$ cat config.mk
export PLATFORM = sky130hd
export DESIGN_NAME = kdsp_ctrl
export DESIGN_NICKNAME = d
export VERILOG_FILES = /design/src/rtl/kdsp_pkg.sv /design/src/rtl/kdsp_ctrl.sv
export SDC_FILE = /design/constraint.sdc
export NUM_CORES = 1
export LEC_CHECK = 0
export BUFFER_PORTS_ARGS = -buffer_cell sky130_fd_sc_hd__buf_2
export CAP_MARGIN = 20
export CORE_AREA = 2 2 39 41
export CTS_BUF_LIST = sky130_fd_sc_hd__clkbuf_4 sky130_fd_sc_hd__clkbuf_8
export DETAILED_ROUTE_END_ITERATION = 8
export DIE_AREA = 0 0 41 43
export PLACE_DENSITY_LB_ADDON = 0.05
export SLEW_MARGIN = 20
export SYNTH_ARGS = -nofsm -noshare
export SYNTH_HDL_FRONTEND = slang
export SYNTH_SLANG_ARGS = --single-unit
$ cat constraint.sdc
create_clock -name clk -period 1.31 [get_ports clk]
set_clock_uncertainty 0.2 [all_clocks]
set_input_delay 0.262 -clock clk [delete_from_list [all_inputs] [get_ports clk]]
set_output_delay 0.262 -clock clk [all_outputs]
set_load 0.01 [all_outputs]
$ cat src/rtl/kdsp_pkg.sv
// Package for the kd-tree shadow photon query block.
// Holds sizes, register addresses, controller states and command/status types.
package kdsp_pkg;
  localparam int STORE_DEPTH = 1024;
  localparam int COORD_BITS  = 16;
  localparam int WALK_DEPTH  = 12;
  localparam int IDX_W       = $clog2(STORE_DEPTH);
  localparam int CNT_W       = IDX_W + 1;
  localparam int RAD_W       = 34;
  localparam int SP_W        = $clog2(WALK_DEPTH + 1);
  localparam int AXIS_W      = 2;
  localparam int ENTRY_W     = 3 * COORD_BITS + AXIS_W + 1;
  localparam int CAP_W       = 11;
  localparam int ADDR_W      = 4;

  localparam logic [ADDR_W-1:0] ADDR_CAPACITY = 4'h0;
  localparam logic [ADDR_W-1:0] ADDR_RADIUS   = 4'h8;

  localparam logic OP_STORE = 1'b0;
  localparam logic OP_QUERY = 1'b1;

  localparam logic [1:0] CLS_LIT    = 2'd0;
  localparam logic [1:0] CLS_SHADOW = 2'd1;
  localparam logic [1:0] CLS_MIXED  = 2'd2;

  typedef enum logic [2:0] {
    ST_IDLE, ST_STORE, ST_NODE, ST_READ, ST_DIST, ST_DECIDE, ST_POP, ST_DONE
  } state_t;

  // controller -> datapath
  typedef struct packed {
    logic load;      // capture input word
    logic store;     // write photon, bump count
    logic start;     // init walk range
    logic rd;        // read median entry
    logic calc;      // compute distances
    logic decide;    // classify and step the walk
    logic pop;       // pop walk stack
    logic finish;    // latch result word
  } cmd_t;

  // datapath -> controller
  typedef struct packed {
    logic is_query;
    logic full;
    logic range_ok;  // hi >= lo
    logic stop;      // mixed found
    logic next;      // walk continues at new range
    logic stack_empty;
  } stat_t;

  // median of [lo, hi] in the balanced layout
  function automatic logic [IDX_W+1:0] pick_median(input logic [IDX_W+1:0] lo,
                                                   input logic [IDX_W+1:0] hi);
    logic [IDX_W+1:0] n;
    logic [IDX_W+1:0] m;
    n = hi - lo + 1'b1;
    m = '0;
    for (int i = 0; i <= IDX_W; i++) begin
      if (({2'b00, {(IDX_W){1'b0}}} | ((IDX_W+2)'(1) << i)) * 4 <= n) m = (IDX_W+2)'(1) << (i + 1);
    end
    if (m == '0) m = (IDX_W+2)'(1);
    if (3 * m <= n) return m + m + lo - 1'b1;
    return hi - m + 1'b1;
  endfunction
endpackage

$ cat src/rtl/kdsp_ctrl.sv
// Controller state machine for the photon store and tree walk.
// Depends on kdsp_pkg.
module kdsp_ctrl (
  input  logic            clk,
  input  logic            rst_n,
  input  logic            in_valid,
  output logic            in_ready,
  output logic            out_valid,
  input  logic            out_ready,
  input  kdsp_pkg::stat_t stat,
  output kdsp_pkg::cmd_t  cmd
);
  import kdsp_pkg::*;
  state_t state_r, state_nxt;

  // next state
  always_comb begin
    state_nxt = state_r;
    case (state_r)
      ST_IDLE:   if (in_valid) state_nxt = ST_STORE;
      ST_STORE:  state_nxt = stat.is_query ? ST_NODE : ST_DONE;
      ST_NODE:   state_nxt = stat.range_ok ? ST_READ : ST_POP;
      ST_READ:   state_nxt = ST_DIST;
      ST_DIST:   state_nxt = ST_DECIDE;
      ST_DECIDE: begin
        if (stat.stop) state_nxt = ST_DONE;
        else if (stat.next) state_nxt = ST_NODE;
        else state_nxt = ST_POP;
      end
      ST_POP:    state_nxt = stat.stack_empty ? ST_DONE : ST_NODE;
      ST_DONE:   if (out_ready) state_nxt = ST_IDLE;
      default:   state_nxt = ST_IDLE;
    endcase
  end

  always_ff @(posedge clk) begin
    if (!rst_n) state_r <= ST_IDLE;
    else        state_r <= state_nxt;
  end

  // outputs
  always_comb begin
    cmd       = '0;
    in_ready  = (state_r == ST_IDLE);
    out_valid = (state_r == ST_DONE);
    case (state_r)
      ST_IDLE:   cmd.load = in_valid;
      ST_STORE:  begin
        cmd.store = !stat.is_query;
        cmd.start = stat.is_query;
      end
      ST_NODE:   cmd.rd = stat.range_ok;
      ST_DIST:   cmd.calc = 1'b1;
      ST_DECIDE: cmd.decide = 1'b1;
      ST_POP:    cmd.pop = 1'b1;
      default:   cmd = '0;
    endcase
  end
endmodule

# Word level (Yosys, flattened, before mapping)
# Index checks and enable logic that the tools add are counted.
[word_totals]
n_memories = 0
word_cells = 27
mem_bits_rw = 0
latch_bits = 0
output_inout_bits = 10
register_bits = 3
in_bits = 10
romBits = 0
[op_classes]
n_mux = 14
addsub = 0
shift = 0
multipliers = 0
div_mod_pow = 0
reduce_logical = 3
n_lt_le_gt_ge = 0
eq_ne = 9
bitwise = 0
[ops]
columns = ["cell", "count"]
rows = [
  ["$pmux W3 S8", 1],
  ["$mux W3", 7],
  ["$eq A3 B3 Y1 const B", 4],
  ["$eq A3 B2 Y1 const B", 2],
  ["$mux W1", 5],
  ["$eq A3 B1 Y1 const B", 1],
  ["$logic_not A3 Y1", 1],
  ["$mux W2", 1],
  ["$ne A2 B1 Y1 const B", 1],
  ["$ne A2 B2 Y1 const B", 1],
  ["$reduce_and A2 Y1", 1],
  ["$logic_not A1 Y1", 1],
]

# Depth between registers and ports, before layout
[depth]
ltp_word = 3
depth_mapped = 5
mapped_depth_nobuf = 4

# Least setup slack after synthesis
# No wires, ideal clock.
[synth_timing]
kind = "reg-to-output"
start = "register state_r[1]"
end = "output port cmd[7] (netlist bit)"
path_slack_ps = -187
path_stages_with_launch = 4
t_required_ps = 848
arrival_ps = 1035
n_path_buf = 1
path_cell_list = "dfxtp_1 -> buf_4 -> nor3_1 -> and2_1"
[synth_lines]
columns = ["item", "line_no", "text"]
rows = [
  ["from (decl)", "kdsp_ctrl.sv:14", "state_t state_r, state_nxt;"],
  ["from (signal assigned)", "kdsp_ctrl.sv:38", "else state_r <= state_nxt;"],
  ["to (decl)", "kdsp_ctrl.sv:11", "output kdsp_pkg::cmd_t cmd"],
]

==> impl_metrics.csv <==
group,metric,value,unit
die,die-area,0.00176,mm^2
drt,drt-total-wl,1.00,mm
power,p_clk_share,20.0,%
clock_tree,clk_pin_slew,0.04,ns
global_route,grt_pass1_wl,1.40,mm
layout,drive_above_1_share,64.8,%
drt,firstDrtPassIters,2,
yosys,yosys_warnings,0,
clock_tree,cts_max_path_buffers,2,
yosys,synth_largest_area_cell,"dfxtp_1",
placement,io_buffer_count,17,
timing,totalNegativeSetupSlack,-1.82,ns
setup_path,worst-setup-path-type,"reg -> out",
global_route,grt_pass1_vias,372,
timing,rsz0062_at_grt,"yes",
placement,place_congestion,0.701,
setup_path,end_kind,"output port",
yosys,synth.area.top_cells,"dfxtp_1 (21%), a21oi_1 (10%), nor3_1 (6.9%), nand2b_1 (6.4%), o21ai_0 (5.2%)",
timing,min_period_over_period,116,%
setup_path,cp.arrival,1.06,ns
job,maxCapViolCount,0,
layout,reg_top3,"state_r x3",
drt,drc,0,
timing,worst_slack,-0.214,ns
yosys,synth-seq-cells,3,
layout,largest_register_ffs,3,
clock_tree,cts_root_buffer,"clkbuf_4",
global_route,antenna_found_initial,0,
layout,regMostFlops,"state_r",
yosys,synth_cells,43,
die,row_count,14,
setup_path,crit_path_start_kind,"register",
layout,n_antenna_cell,0,
die,die_x,41,um
timing,finalHoldViolCount,0,
placement,dpl-instance-area,439,um^2
drt,antenna_left,0,
yosys,syn-cell-area,292,um^2
die,ios,20,
power,switchingPower,348,uW
power,leakage,0.284,nW
global_route,grt_use_total,11.7,%
yosys,synth_top_area_share,20.6,%
drt,dr.first_iter.drc_count,3,
power,seq_power_share,22.5,%
timing,setup_violations,12,
layout,design_area,586,um^2
drt,vias,394,
layout,nNetsFinal,82,
die,die_h,43,um
power,powerDensity,1560,mW/mm^2
min_path,hold_path_class,"in -> reg",
clock_tree,cts_htree_levels,1,
drt,viasPerCell,4.53,
layout,num-fill-cells,156,
yosys,seq_area_frac_synth,20.6,%
yosys,syn_area_per_cell,6.78,um^2
power,irDropWorstVdd,0.572,mV
timing,final-max-slew-violation-count,0,
setup_path,crit_fanout,7,
power,swShare,38.1,%
run_status,status,"complete, but fails checks",
power,combPwrFrac,57.5,%
run_status,violations,"setup timing",
layout,area_growth,101,%
clock_tree,clkLatencyLatePin,0.23,ns
yosys,syn-num-nets,53,
clock_tree,cts_tree,"built",
die,start_util,21.1,%
die,core_area,0.00138,mm^2
clock_tree,numCtsBuffers,3,
timing,fmax,656,MHz
global_route,grt_max_degree,10,
drt,drt-wirelength-per-cell,11.5,um
global_route,overflow,0,
clock_tree,cts_sinks,3,
timing,post-route-min-period,1.52,ns
placement,dpl.hpwl,669,um
setup_path,crit_required,0.85,ns
yosys,synth_cell_type_count,21,
power,internal_power,565,uW
-- per-stage QoR --
stage | util [%] | worst slack (ns) | hold slack (ns) | power (mW) | cells
3_3_place_gp | 31.7 | -0.180 | 0.329 | 0.555 | 79
4_1_cts | 37.3 | -0.237 | 0.0684 | 0.816 | 85
3_5_place_dp | 31.7 | -0.153 | 0.326 | 0.548 | 79
6_report | 42.3 | -0.214 | 0.0754 | 0.913 | 87
2_1_floorplan | - | -0.0255 | 0.185 | 0.415 | 43
5_1_grt | 42.3 | -0.275 | 0.0753 | 0.978 | 87
-- cell usage in the layout, fill, tap and decap left out, types with 2 or more instances in the layout --
cell type / n
clkbuf_4: 4
nor2_1: 4
o21ai_0: 2
a21oi_2: 3
inv_1: 3
buf_6: 6
a21oi_1: 3
buf_4: 6
nand2b_1: 2
buf_2: 16
nor3_1: 2
dfxtp_4: 3
-- kinds of logic (layout without fill, tap and decap cells) --
kind of cell           Yosys count  count (layout)  synth area share [%]
DFF                              3               3                  20.6
AOI/OAI and AO/OA               13              13                  25.3
other                            1               1                  1.29
and+or+nand+nor                 19              19                  38.2
buffers and inverters            7              35                  14.6
-- worst max-delay path: stages (launching register included) --
cell and delay, ns:
dfxtp_4 0.36, buf_6 0.12, nor3_4 0.10, and2_4 0.16, buf_6 0.09
-- layout make-up --
cell class | count | area, um^2 | share of cell area (%)
clock buffer | 4 | 30.0 | 5.13
inverter | 3 | 11.3 | 1.92
multi-input combinational | 33 | 260 | 44.4
sequential | 3 | 71.3 | 12.2
tap | 16 | 20.0 | 3.42
timing repair buffer | 28 | 193 | 32.9
-- final timing paths --
| path | to | start | cells past startpoint | slack, ns |
|---|---|---|---|---|
| hold / removal | state_r[0]$_SDFFE_PN0P_ | rst_n | 3 | 0.08 |
| setup reg to reg | state_r[1]$_SDFFE_PN0P_ | state_r[2]$_SDFFE_PN0P_ | 5 | -0.11 |
| setup / recovery | cmd[7] | state_r[0]$_SDFFE_PN0P_ | 4 | -0.21 |
| hold reg to reg | state_r[0]$_SDFFE_PN0P_ | state_r[0]$_SDFFE_PN0P_ | 3 | 0.42 |
-- power by group through the flow --
stage	combinational, mW	sequential (mW)	clock [mW]
floorplan	0.270	0.145	0
global placement	0.355	0.200	0
detailed placement	0.352	0.197	0
CTS	0.422	0.203	0.191
global route	0.566	0.214	0.198
finish	0.525	0.206	0.182
-- per-layer routing --
metal  routed length, um  global-route usage [%]
met3                  63                    3.14
met2                 493                    20.0
met4                   0                    6.00
met1                 444                    12.2
met5                   0                       0
-- synth_stat cells --
cell type	instances
a21oi_1	6
nor2_1	4
nor3_1	4
dfxtp_1	3
inv_1	3
nand2_1	3
nand2b_1	3
o21ai_0	3
buf_4	2
a21boi_1	1
a31oi_1	1
and2_1	1
buf_2	1
buf_6	1
conb_1	1
nand3b_1	1
nor4b_2	1
nor4bb_1	1
o22ai_1	1
o41ai_1	1
or2b_1	1
-- repair_timing --
action / in CTS / in global routing
resized for setup: 9 / 15
setup endpoints to repair: 12 / 12
pin swaps: 1 / 9
setup buffers: 2 / 2
hold buffers: 0 / 0
(Power assumes the default switching activity.)
